--- src/sv/mdu_pkg.sv ---
// ---------------------------------------------------------------------------
// mdu_pkg: shared types and codes for the RV64M multiply/divide unit
// Operation codes, decoded operation record and width constants.
// ---------------------------------------------------------------------------
`default_nettype none

package mdu_pkg;

  localparam int unsigned XLEN      = 64;
  localparam int unsigned TAG_W     = 5;
  localparam int unsigned ACT_W     = 4;
  localparam int unsigned QUEUE_DEPTH = 2;

  typedef enum logic [ACT_W-1:0] {
    ACT_MUL    = 4'd0,
    ACT_MULH   = 4'd1,
    ACT_MULHSU = 4'd2,
    ACT_MULHU  = 4'd3,
    ACT_DIV    = 4'd4,
    ACT_DIVU   = 4'd5,
    ACT_REM    = 4'd6,
    ACT_REMU   = 4'd7,
    ACT_MULW   = 4'd8,
    ACT_DIVW   = 4'd9,
    ACT_DIVUW  = 4'd10,
    ACT_REMW   = 4'd11,
    ACT_REMUW  = 4'd12
  } action_e;

  // Classified operation handed from front to back end.
  typedef struct packed {
    logic             legal;   // known action code
    logic             is_div;
    logic             word;    // 32-bit form, sign-extend result
    logic             sel_hi;  // multiply: high half, divide: remainder
    logic             sgn_a;
    logic             sgn_b;
    logic [XLEN-1:0]  a;       // word forms already extended to XLEN
    logic [XLEN-1:0]  b;
    logic [TAG_W-1:0] tag;
  } mdu_op_t;

  function automatic logic [XLEN-1:0] sext_word(input logic [XLEN-1:0] v);
    sext_word = {{(XLEN/2){v[XLEN/2-1]}}, v[XLEN/2-1:0]};
  endfunction

endpackage

`default_nettype wire

--- src/sv/mdu_if.sv ---
// ---------------------------------------------------------------------------
// mdu_req_if / mdu_rsp_if: valid/ready channels of the multiply/divide unit
// Request carries action, operands and tag; response carries value and tag.
// ---------------------------------------------------------------------------
`default_nettype none

interface mdu_req_if;
  logic                          valid;
  logic                          ready;
  logic [mdu_pkg::ACT_W-1:0]     action;
  logic [mdu_pkg::XLEN-1:0]      operand_a;
  logic [mdu_pkg::XLEN-1:0]      operand_b;
  logic [mdu_pkg::TAG_W-1:0]     dest_tag;

  modport source (output valid, action, operand_a, operand_b, dest_tag, input ready);
  modport sink   (input valid, action, operand_a, operand_b, dest_tag, output ready);
endinterface

interface mdu_rsp_if;
  logic                          valid;
  logic                          ready;
  logic [mdu_pkg::XLEN-1:0]      result_value;
  logic [mdu_pkg::TAG_W-1:0]     result_tag;

  modport source (output valid, result_value, result_tag, input ready);
  modport sink   (input valid, result_value, result_tag, output ready);
endinterface

`default_nettype wire

--- src/sv/mdu_front.sv ---
// ---------------------------------------------------------------------------
// mdu_front: request decode and operation queue
// Classifies each request and buffers it for the execution back end.
// ---------------------------------------------------------------------------
`default_nettype none

module mdu_front (
  input  wire logic            clk_i,
  input  wire logic            rst_ni,
  mdu_req_if.sink              req_i,
  output mdu_pkg::mdu_op_t     op_o,
  output logic                 op_valid_o,
  input  wire logic            op_pop_i
);

  mdu_pkg::mdu_op_t dec;
  mdu_pkg::mdu_op_t mem_q [mdu_pkg::QUEUE_DEPTH];
  logic             wptr_q, rptr_q;
  logic [1:0]       cnt_q;
  logic             push, pop;
  logic [mdu_pkg::XLEN/2-1:0] a_lo, b_lo;

  assign a_lo = req_i.operand_a[mdu_pkg::XLEN/2-1:0];
  assign b_lo = req_i.operand_b[mdu_pkg::XLEN/2-1:0];

  always_comb begin
    dec        = '0;
    dec.legal  = 1'b1;
    dec.a      = req_i.operand_a;
    dec.b      = req_i.operand_b;
    dec.tag    = req_i.dest_tag;
    case (mdu_pkg::action_e'(req_i.action))
      mdu_pkg::ACT_MUL:    ;
      mdu_pkg::ACT_MULH:   begin dec.sel_hi = 1'b1; dec.sgn_a = 1'b1; dec.sgn_b = 1'b1; end
      mdu_pkg::ACT_MULHSU: begin dec.sel_hi = 1'b1; dec.sgn_a = 1'b1; end
      mdu_pkg::ACT_MULHU:  dec.sel_hi = 1'b1;
      mdu_pkg::ACT_DIV:    begin dec.is_div = 1'b1; dec.sgn_a = 1'b1; dec.sgn_b = 1'b1; end
      mdu_pkg::ACT_DIVU:   dec.is_div = 1'b1;
      mdu_pkg::ACT_REM:    begin
        dec.is_div = 1'b1; dec.sel_hi = 1'b1; dec.sgn_a = 1'b1; dec.sgn_b = 1'b1;
      end
      mdu_pkg::ACT_REMU:   begin dec.is_div = 1'b1; dec.sel_hi = 1'b1; end
      mdu_pkg::ACT_MULW:   dec.word = 1'b1;
      mdu_pkg::ACT_DIVW:   begin
        dec.is_div = 1'b1; dec.word = 1'b1; dec.sgn_a = 1'b1; dec.sgn_b = 1'b1;
      end
      mdu_pkg::ACT_DIVUW:  begin dec.is_div = 1'b1; dec.word = 1'b1; end
      mdu_pkg::ACT_REMW:   begin
        dec.is_div = 1'b1; dec.word = 1'b1; dec.sel_hi = 1'b1;
        dec.sgn_a = 1'b1; dec.sgn_b = 1'b1;
      end
      mdu_pkg::ACT_REMUW:  begin dec.is_div = 1'b1; dec.word = 1'b1; dec.sel_hi = 1'b1; end
      default:             dec.legal = 1'b0;
    endcase
    // word forms work on extended low halves
    if (dec.word) begin
      dec.a = dec.sgn_a ? mdu_pkg::sext_word(req_i.operand_a)
                        : {{(mdu_pkg::XLEN/2){1'b0}}, a_lo};
      dec.b = dec.sgn_b ? mdu_pkg::sext_word(req_i.operand_b)
                        : {{(mdu_pkg::XLEN/2){1'b0}}, b_lo};
    end
  end

  assign req_i.ready = (cnt_q != 2'd2);
  assign push        = req_i.valid && req_i.ready;
  assign op_valid_o  = (cnt_q != 2'd0);
  assign pop         = op_pop_i && op_valid_o;
  assign op_o        = mem_q[rptr_q];

  always_ff @(posedge clk_i) begin
    if (push) begin
      mem_q[wptr_q] <= dec;
    end
  end

  always_ff @(posedge clk_i or negedge rst_ni) begin
    if (!rst_ni) begin
      wptr_q <= 1'b0;
      rptr_q <= 1'b0;
      cnt_q  <= 2'd0;
    end else begin
      if (push) wptr_q <= ~wptr_q;
      if (pop)  rptr_q <= ~rptr_q;
      cnt_q <= cnt_q + {1'b0, push} - {1'b0, pop};
    end
  end

endmodule

`default_nettype wire

--- src/sv/mdu_back.sv ---
// ---------------------------------------------------------------------------
// mdu_back: multiply/divide execution back end
// Shared 32x32 multiplier over four steps, radix-2 restoring divider,
// sign fix-up and a registered result slot.
// ---------------------------------------------------------------------------
`default_nettype none

module mdu_back (
  input  wire logic            clk_i,
  input  wire logic            rst_ni,
  input  mdu_pkg::mdu_op_t     op_i,
  input  wire logic            op_valid_i,
  output logic                 op_pop_o,
  mdu_rsp_if.source            rsp_o
);

  localparam int unsigned W = mdu_pkg::XLEN;
  localparam int unsigned H = W / 2;

  localparam logic [1:0] ST_IDLE = 2'd0;
  localparam logic [1:0] ST_MUL  = 2'd1;
  localparam logic [1:0] ST_DIV  = 2'd2;
  localparam logic [1:0] ST_FIX  = 2'd3;

  logic [1:0]          state_q, state_d;
  logic [$clog2(W)-1:0] cnt_q;
  mdu_pkg::mdu_op_t    op_q;
  logic [W-1:0]        ma_q, mb_q;
  logic [2*W-1:0]      acc_q;
  logic                neg_q, zero_q;
  logic                out_valid_q;
  logic [W-1:0]        out_value_q;
  logic [mdu_pkg::TAG_W-1:0] out_tag_q;

  logic                na, nb, slot_free;
  logic [W-1:0]        ma, mb;
  logic [H-1:0]        pa, pb;
  logic [W-1:0]        pp;
  logic [2*W-1:0]      pp_sh;
  logic [2*W:0]        shifted;
  logic [W+1:0]        diff;
  logic                ge;
  logic [2*W-1:0]      prod;
  logic [W-1:0]        quo, rem, res;

  assign na = op_i.sgn_a && op_i.a[W-1];
  assign nb = op_i.sgn_b && op_i.b[W-1];
  assign ma = na ? (~op_i.a + 1'b1) : op_i.a;
  assign mb = nb ? (~op_i.b + 1'b1) : op_i.b;

  assign slot_free = !out_valid_q || rsp_o.ready;
  assign op_pop_o  = (state_q == ST_IDLE) && op_valid_i;

  // one partial product per step
  assign pa = cnt_q[1] ? ma_q[W-1:H] : ma_q[H-1:0];
  assign pb = cnt_q[0] ? mb_q[W-1:H] : mb_q[H-1:0];
  assign pp = pa * pb;

  always_comb begin
    case ({1'b0, cnt_q[1]} + {1'b0, cnt_q[0]})
      2'd0:    pp_sh = {{W{1'b0}}, pp};
      2'd1:    pp_sh = {{H{1'b0}}, pp, {H{1'b0}}};
      default: pp_sh = {pp, {W{1'b0}}};
    endcase
  end

  // restoring divide step: acc = {remainder, dividend/quotient}
  assign shifted = {acc_q, 1'b0};
  assign diff    = {1'b0, shifted[2*W:W]} - {2'b00, mb_q};
  assign ge      = !diff[W+1];

  assign prod = neg_q ? (~acc_q + 1'b1) : acc_q;
  assign quo  = neg_q ? (~acc_q[W-1:0] + 1'b1) : acc_q[W-1:0];
  assign rem  = op_q.sgn_a && op_q.a[W-1] ? (~acc_q[2*W-1:W] + 1'b1) : acc_q[2*W-1:W];

  always_comb begin
    if (!op_q.legal) begin
      res = '0;
    end else if (!op_q.is_div) begin
      res = op_q.sel_hi ? prod[2*W-1:W] : prod[W-1:0];
    end else if (zero_q) begin
      res = op_q.sel_hi ? op_q.a : {W{1'b1}};
    end else begin
      res = op_q.sel_hi ? rem : quo;
    end
    if (op_q.word) res = mdu_pkg::sext_word(res);
  end

  always_comb begin
    state_d = state_q;
    case (state_q)
      ST_IDLE: if (op_valid_i) begin
        if (!op_i.legal)      state_d = ST_FIX;
        else if (op_i.is_div) state_d = ST_DIV;
        else                  state_d = ST_MUL;
      end
      ST_MUL:  if (cnt_q == ($clog2(W))'(3)) state_d = ST_FIX;
      ST_DIV:  if (cnt_q == ($clog2(W))'(W - 1)) state_d = ST_FIX;
      ST_FIX:  if (slot_free) state_d = ST_IDLE;
      default: state_d = ST_IDLE;
    endcase
  end

  always_ff @(posedge clk_i or negedge rst_ni) begin
    if (!rst_ni) begin
      state_q     <= ST_IDLE;
      cnt_q       <= '0;
      out_valid_q <= 1'b0;
    end else begin
      state_q <= state_d;
      if (state_q == ST_IDLE || state_d == ST_FIX) cnt_q <= '0;
      else                                         cnt_q <= cnt_q + 1'b1;
      if (state_q == ST_FIX && slot_free) out_valid_q <= 1'b1;
      else if (rsp_o.ready)               out_valid_q <= 1'b0;
    end
  end

  always_ff @(posedge clk_i) begin
    case (state_q)
      ST_IDLE: begin
        op_q   <= op_i;
        ma_q   <= ma;
        mb_q   <= mb;
        neg_q  <= op_i.is_div ? (na ^ nb) : (na ^ nb);
        zero_q <= (op_i.b == '0);
        acc_q  <= op_i.is_div ? {{W{1'b0}}, ma} : '0;
      end
      ST_MUL:  acc_q <= acc_q + pp_sh;
      ST_DIV:  acc_q <= {ge ? diff[W-1:0] : shifted[2*W-1:W], shifted[W-1:1], ge};
      default: ;
    endcase
    if (state_q == ST_FIX && slot_free) begin
      out_value_q <= res;
      out_tag_q   <= op_q.tag;
    end
  end

  assign rsp_o.valid        = out_valid_q;
  assign rsp_o.result_value = out_value_q;
  assign rsp_o.result_tag   = out_tag_q;

endmodule

`default_nettype wire

--- src/sv/rv64m_multiply_divide_unit.sv ---
// ---------------------------------------------------------------------------
// rv64m_multiply_divide_unit: RV64 M extension execution unit
// Decode front end with a two-entry queue feeding a multiply/divide back end.
// ---------------------------------------------------------------------------
// The front end takes one request per cycle while its two-entry queue has
// room, so requests are absorbed while earlier ones execute. The back end
// works on one operation at a time: multiplies run operand load, four
// partial products through one shared 32x32 multiplier and sign fix-up;
// divides and remainders get one quotient bit per cycle from the restoring
// divider, and unused action codes skip to fix-up. Results leave in request
// order through a registered output slot that holds while rsp_o is stalled.
`default_nettype none

module rv64m_multiply_divide_unit (
  input  wire logic  clk_i,
  input  wire logic  rst_ni,
  mdu_req_if.sink    req_i,
  mdu_rsp_if.source  rsp_o
);

  mdu_pkg::mdu_op_t op;
  logic             op_valid, op_pop;

  mdu_front u_front (
    .clk_i      (clk_i),
    .rst_ni     (rst_ni),
    .req_i      (req_i),
    .op_o       (op),
    .op_valid_o (op_valid),
    .op_pop_i   (op_pop)
  );

  mdu_back u_back (
    .clk_i      (clk_i),
    .rst_ni     (rst_ni),
    .op_i       (op),
    .op_valid_i (op_valid),
    .op_pop_o   (op_pop),
    .rsp_o      (rsp_o)
  );

endmodule

`default_nettype wire

--- src/flat_wrapper.sv ---
// flat-port wrapper written by rule: the top's interface ports become plain ports
module rv64m_multiply_divide_unit_flat 
  (clk_i, rst_ni, req_i_valid, req_i_action, req_i_operand_a, req_i_operand_b, req_i_dest_tag, req_i_ready, rsp_o_valid, rsp_o_result_value, rsp_o_result_tag, rsp_o_ready);
  mdu_req_if req_i_i ();
  mdu_rsp_if rsp_o_i ();
  input  wire logic clk_i;
  input  wire logic rst_ni;
  input wire logic [$bits(req_i_i.valid)-1:0] req_i_valid;
  input wire logic [$bits(req_i_i.action)-1:0] req_i_action;
  input wire logic [$bits(req_i_i.operand_a)-1:0] req_i_operand_a;
  input wire logic [$bits(req_i_i.operand_b)-1:0] req_i_operand_b;
  input wire logic [$bits(req_i_i.dest_tag)-1:0] req_i_dest_tag;
  output wire logic [$bits(req_i_i.ready)-1:0] req_i_ready;
  output wire logic [$bits(rsp_o_i.valid)-1:0] rsp_o_valid;
  output wire logic [$bits(rsp_o_i.result_value)-1:0] rsp_o_result_value;
  output wire logic [$bits(rsp_o_i.result_tag)-1:0] rsp_o_result_tag;
  input wire logic [$bits(rsp_o_i.ready)-1:0] rsp_o_ready;
  assign req_i_i.valid = req_i_valid;
  assign req_i_i.action = req_i_action;
  assign req_i_i.operand_a = req_i_operand_a;
  assign req_i_i.operand_b = req_i_operand_b;
  assign req_i_i.dest_tag = req_i_dest_tag;
  assign req_i_ready = req_i_i.ready;
  assign rsp_o_valid = rsp_o_i.valid;
  assign rsp_o_result_value = rsp_o_i.result_value;
  assign rsp_o_result_tag = rsp_o_i.result_tag;
  assign rsp_o_i.ready = rsp_o_ready;
  rv64m_multiply_divide_unit u_core (.clk_i(clk_i), .rst_ni(rst_ni), .req_i(req_i_i), .rsp_o(rsp_o_i));
endmodule
--- config.mk ---
export PLATFORM = sky130hd
export DESIGN_NAME = rv64m_multiply_divide_unit_flat
export DESIGN_NICKNAME = d
export VERILOG_FILES = /design/src/sv/mdu_pkg.sv /design/src/sv/mdu_if.sv /design/src/sv/mdu_front.sv /design/src/sv/mdu_back.sv /design/src/sv/rv64m_multiply_divide_unit.sv /design/src/flat_wrapper.sv
export SDC_FILE = /design/constraint.sdc
export NUM_CORES = 2
export LEC_CHECK = 0
export ABC_AREA = 1
export ABC_CLOCK_PERIOD_IN_PS = 9100
export BUFFER_PORTS_ARGS = -buffer_cell sky130_fd_sc_hd__buf_4
export CAP_MARGIN = 20
export CELL_PAD_IN_SITES_DETAIL_PLACEMENT = 1
export CELL_PAD_IN_SITES_GLOBAL_PLACEMENT = 1
export CORE_MARGIN = 4
export CORE_UTILIZATION = 45
export CTS_BUF_LIST = sky130_fd_sc_hd__clkbuf_4 sky130_fd_sc_hd__clkbuf_8
export CTS_CLUSTER_SIZE = 40
export DETAILED_ROUTE_END_ITERATION = 8
export GPL_TIMING_DRIVEN = 0
export HOLD_SLACK_MARGIN = 0.15
export PLACE_DENSITY = 0.83
export SYNTH_ARGS = -nofsm -noshare
export SYNTH_HDL_FRONTEND = slang
export SYNTH_SLANG_ARGS = --single-unit
--- constraint.sdc ---
create_clock -name clk_i -period 9.1 [get_ports clk_i]
set_clock_uncertainty 0.1 [all_clocks]
set_input_delay 0.455 -clock clk_i [delete_from_list [all_inputs] [get_ports clk_i]]
set_output_delay 0.455 -clock clk_i [all_outputs]
set_load 0.005 [all_outputs]
==> results of run 1 <==
==> metrics by stage <==
step,setup TNS [ps],hold WS (ps),util (%),setup slack (ps)
2_1_floorplan,0,59.4,-,1.23
3_3_place_gp,-912030,225,47.8,-5830
3_5_place_dp,-426640,227,48.6,-4510
4_1_cts,-118260,214,55.3,-1250
==> layer usage <==
layer | overflow | global-route usage (%)
met1 | 14 | 71.6
met2 | 375 | 88.8
met3 | 14 | 53.4
met4 | 234 | 68.6
met5 | 1 | 26.5
==> kinds of logic after synthesis <==
group	synth area share, %
AND/OR/NAND/NOR	26.1
buffers and inverters	10.5
AO/OA/AOI/OAI	11.3
adder cells (fa/ha/maj)	26.6
flip-flops	23.1
XOR/XNOR	2.21
multiplexers	0.112
==> timing repair <==
action,in CTS
endpoints found under the hold margin,291
gates cloned,6
resized for setup,1754
hold buffers,144
endpoints found under the setup margin,119
pin swaps,257
setup buffers,304
==> results.sh, run 1 <==
export IMPL_yosys_cell_types_count=63
export IMPL_numPortBuffers=211
export IMPL_cts_buffers=116
export IMPL_grt_max_degree=82
export IMPL_root_buffer="clkbuf_8"
export IMPL_grt_overflow=638
export IMPL_gp_congestion=1.18
export IMPL_postPlaceCellArea_um2=96000
export IMPL_avgSynthCellArea_um2=7.31
export IMPL_track_usage_pct=70.9
export IMPL_yosysSeqAreaShare_pct=23.1
export IMPL_dp_cells=15200
export IMPL_synth_top_flop_cell="edfxtp_1"
export IMPL_cts_buffer_depth=3
export IMPL_firstError="[ERROR GRT-0116] Global routing finished with congestion. Check the congestion regions in the DRC Viewer."
export IMPL_synth_top_cells_by_count="nand2_1, inv_1, nor2_1"
export IMPL_start_util_pct=45.3
export IMPL_syn_nets=13700
export IMPL_syn_area_um2=89500
export IMPL_status="aborted with a tool error"
export IMPL_grt_pass1_wl_um=1020000
export IMPL_htreeDepth=3
export IMPL_post_synth_top_area_cell="edfxtp_1"
export IMPL_ys_warn_count=0
export IMPL_grt_pass1_vias=121000
export IMPL_synth_area_leaders="edfxtp_1, fa_1, nand2_1"
export IMPL_die_w_um=454
export IMPL_num_rows=163
export IMPL_synth_top_cell_area_share_pct=22.8
export IMPL_async_flop_share_pct=1.88
export IMPL_ios=212
export IMPL_yosysMostFrequentCell="nand2_1"
export IMPL_ys_seq_elements=691
export IMPL_syn_inst=12200
export IMPL_dieHeight_um=454
export IMPL_synth_edf_count=678
export IMPL_cts_sinks=691
export IMPL_lastStage="global routing"
export IMPL_hpwlAfterDp_um=471000
==> run 2: changes to the inputs <==
==> config.mk (replaced) <==
export PLATFORM = sky130hd
export DESIGN_NAME = rv64m_multiply_divide_unit_flat
export DESIGN_NICKNAME = d
export VERILOG_FILES = /design/src/sv/mdu_pkg.sv /design/src/sv/mdu_if.sv /design/src/sv/mdu_front.sv /design/src/sv/mdu_back.sv /design/src/sv/rv64m_multiply_divide_unit.sv /design/src/flat_wrapper.sv
export SDC_FILE = /design/constraint.sdc
export NUM_CORES = 2
export LEC_CHECK = 0
export ABC_AREA = 1
export ABC_CLOCK_PERIOD_IN_PS = 11800
export BUFFER_PORTS_ARGS = -buffer_cell sky130_fd_sc_hd__buf_4
export CAP_MARGIN = 20
export CORE_MARGIN = 4
export CORE_UTILIZATION = 40
export DETAILED_ROUTE_END_ITERATION = 8
export GPL_TIMING_DRIVEN = 0
export PLACE_DENSITY_LB_ADDON = 0.15
export SYNTH_ARGS = -nofsm -noshare
export SYNTH_HDL_FRONTEND = slang
export SYNTH_SLANG_ARGS = --single-unit
==> constraint.sdc (replaced) <==
create_clock -name clk_i -period 11.8 [get_ports clk_i]
set_clock_uncertainty 0.1 [all_clocks]
set_input_delay 0.59 -clock clk_i [delete_from_list [all_inputs] [get_ports clk_i]]
set_output_delay 0.59 -clock clk_i [all_outputs]
set_load 0.005 [all_outputs]
==> run 2 against run 1 <==
Compared with the run above: synthesized cell count unchanged; the flow now finishes, with violations (setup timing); area after synthesis unchanged.
==> results.sh, run 2 <==
export IMPL_final_hold_violation_count=0
export IMPL_period_share_pct=101
export IMPL_synth_top_flop_cell="edfxtp_1"
export IMPL_top_register="u_core.u_front.mem_q"
export IMPL_slew_headroom_pct=3.60
export IMPL_worst_r2r_endpoint="u_core.u_back.acc_q[65]"
export IMPL_ff_latch_area_um2=20700
export IMPL_cts_buffers=75
export IMPL_core_area_um2=222000
export IMPL_ys_warn_count=0
export IMPL_viasPerCell=6.06
export IMPL_ff2ff_setup_slack_ps=-120
export IMPL_root_buffer="clkbuf_16"
export IMPL_drt_iter0_drc=14600
export IMPL_path_max_fanout=10
export IMPL_cts_tree="yes"
export IMPL_synth_edf_count=678
export IMPL_worstPathArrival_ps=12320
export IMPL_cts_clk_slew_worst_paths_ps=70
export IMPL_rsz0062_at_grt="true"
export IMPL_clock_latency_ps=720
export IMPL_grt_max_degree=66
export IMPL_hold_end="u_core.u_front.wptr_q"
export IMPL_postPlaceCellArea_um2=96300
export IMPL_drc=0
export IMPL_detail_route_wl_per_cell_um=34.6
export IMPL_reg2reg_depth=42
export IMPL_ios=212
export IMPL_startpoint_type="register"
export IMPL_n_fill_cell=22800
export IMPL_drt_total_wl_um=548000
export IMPL_dr_total_vias=95900
export IMPL_design_area_um2=103000
export IMPL_violations="setup timing"
export IMPL_grt_antenna_before_repair=54
export IMPL_post_synth_top_area_cell="edfxtp_1"
export IMPL_multi_input_area_um2=61200
export IMPL_dieHeight_um=481
export IMPL_dieArea_um2=231000
export IMPL_num_rows=173
export IMPL_cts_sinks=691
export IMPL_syn_inst=12200
export IMPL_maxCapViolations=0
export IMPL_min_period_ps=11920
export IMPL_top_regs="u_core.u_front.mem_q: 278 flops, u_core.u_back.acc_q: 128 flops, u_core.u_back.op_q: 74 flops"
export IMPL_async_flop_share_pct=1.88
export IMPL_die_w_um=481
export IMPL_yosysMostFrequentCell="nand2_1"
export IMPL_yosys_cell_types_count=63
export IMPL_max_freq_ghz=0.0839
export IMPL_synth_top_cells_by_count="nand2_1, inv_1, nor2_1"
export IMPL_largest_reg_flops=278
export IMPL_place_ws_ps=-2460
export IMPL_grt_overflow=0
export IMPL_hpwlAfterDp_um=473000
export IMPL_worst_ep_required_time_ps=12200
export IMPL_dr_pass1_iters=9
export IMPL_htreeDepth=3
export IMPL_start_util_pct=40.2
export IMPL_track_usage_pct=46.1
export IMPL_crit_slowest_cell="nand3b_1"
export IMPL_synth_area_leaders="edfxtp_1, fa_1, nand2_1"
export IMPL_grt_pass1_wl_um=731000
export IMPL_synth_top_cell_area_share_pct=22.8
export IMPL_syn_area_um2=89500
export IMPL_hold_class="input port to register"
export IMPL_whs_path_depth=3
export IMPL_avgSynthCellArea_um2=7.31
export IMPL_drive_gt1_share_pct=10.1
export IMPL_area_growth_pct=14.6
export IMPL_final_common_cell="nand2_1"
export IMPL_path_class="register to register"
export IMPL_worstMarginPinSlew_ps=1450
export IMPL_worstReg2RegStart="u_core.u_back.cnt_q[1]"
export IMPL_tns_ps=-325
export IMPL_grt_pass1_vias=90800
export IMPL_ys_seq_elements=691
export IMPL_status="finished with violations"
export IMPL_numPortBuffers=211
export IMPL_cp_end_kind="register"
export IMPL_syn_nets=13700
export IMPL_cts_buffer_depth=3
export IMPL_maxSlewViolCount=0
export IMPL_min_from="req_i_valid"
export IMPL_gp_congestion=1.16
export IMPL_yosysSeqAreaShare_pct=23.1
export IMPL_nets=14300
export IMPL_ant_nets=0
export IMPL_crit_top_cell="fa_1"
export IMPL_critical_path_max_stage_delay_ps=620
export IMPL_holdWs_ps=72.1
export IMPL_layout_common_cells="nand2_1, inv_1, nor2_1, fa_1, edfxtp_1"
export IMPL_finalSetupViolations=7
export IMPL_setup_slack_ps=-117
-- run 2: cell counts after synthesis --
Identical to the previous run, type by type.
-- run 2: layout make-up --
class,instances,area share [%]
Antenna cell,28,0.0683
Buffer,391,2.14
Clock buffer,86,1.89
Clock inverter,51,0.481
Inverter,2066,7.63
Multi-Input combinational cell,9086,59.7
Sequential cell,691,20.2
Tap cell,2975,3.63
Timing Repair Buffer,452,4.33
-- run 2: kinds of logic (layout without fill, tap and decap cells) --
kind of cell | Yosys count | in the layout | synth area share (%)
simple gates | 5635 | 5635 | 26.1
flops | 691 | 691 | 23.1
buf+inv | 2458 | 3046 | 10.5
compound gates | 1851 | 1851 | 11.3
other cells | 0 | 28 | 0
xor+xnor | 224 | 224 | 2.21
mux | 10 | 10 | 0.112
fa+ha+maj | 1366 | 1366 | 26.6
-- run 2: layer usage --
layer	vias up	global-route usage, %	share of wire, %
met5	-	0	0.099
met1	47000	59.7	38
met3	1579	19.0	15
li1	40000	-	-
met2	7267	63.2	39
met4	30	29.2	8.1
-- run 2: stage by stage --
stage	std cells	utilization [%]
6_report	15800	46.1
3_5_place_dp	15500	43.3
5_1_grt	15800	46.1
3_3_place_gp	15400	42.6
2_1_floorplan	12200	-
4_1_cts	15700	45.4
-- run 2: timing repair --
action                                  CTS  global route
pin swaps                                12            36
hold endpoints to repair                152             0
endpoints found under the setup margin  111            95
hold buffers                             71             0
gates resized for setup                 417           361
setup buffers                            20            43
-- run 2: how the worst max path moves through the flow --
stage,from,endpoint,cells past startpoint
global route,u_core.u_back.cnt_q[1],u_core.u_back.acc_q[65],49
finish,u_core.u_back.cnt_q[1],u_core.u_back.acc_q[65],42
CTS,u_core.u_back.cnt_q[1],u_core.u_back.acc_q[65],45
detailed placement,u_core.u_back.cnt_q[1],u_core.u_back.acc_q[123],45
global placement,u_core.u_back.cnt_q[1],u_core.u_back.acc_q[69],34
floorplan,u_core.u_back.cnt_q[0],u_core.u_back.acc_q[121],45
-- run 2: worst max-delay path: cells and delay by family, from the launching register on --
| family | cells | cell delay [ps] |
|---|---|---|
| adders and majority gates | 10 | 4520 |
| and+or+nand+nor | 12 | 2360 |
| AOI/OAI and AO/OA | 9 | 2280 |
| buffers and inverters | 11 | 1820 |
| DFF | 1 | 590 |
Power of run 2 is not shown: default switching activity piles up to over one toggle a cycle in this logic, so the estimate is an artifact.
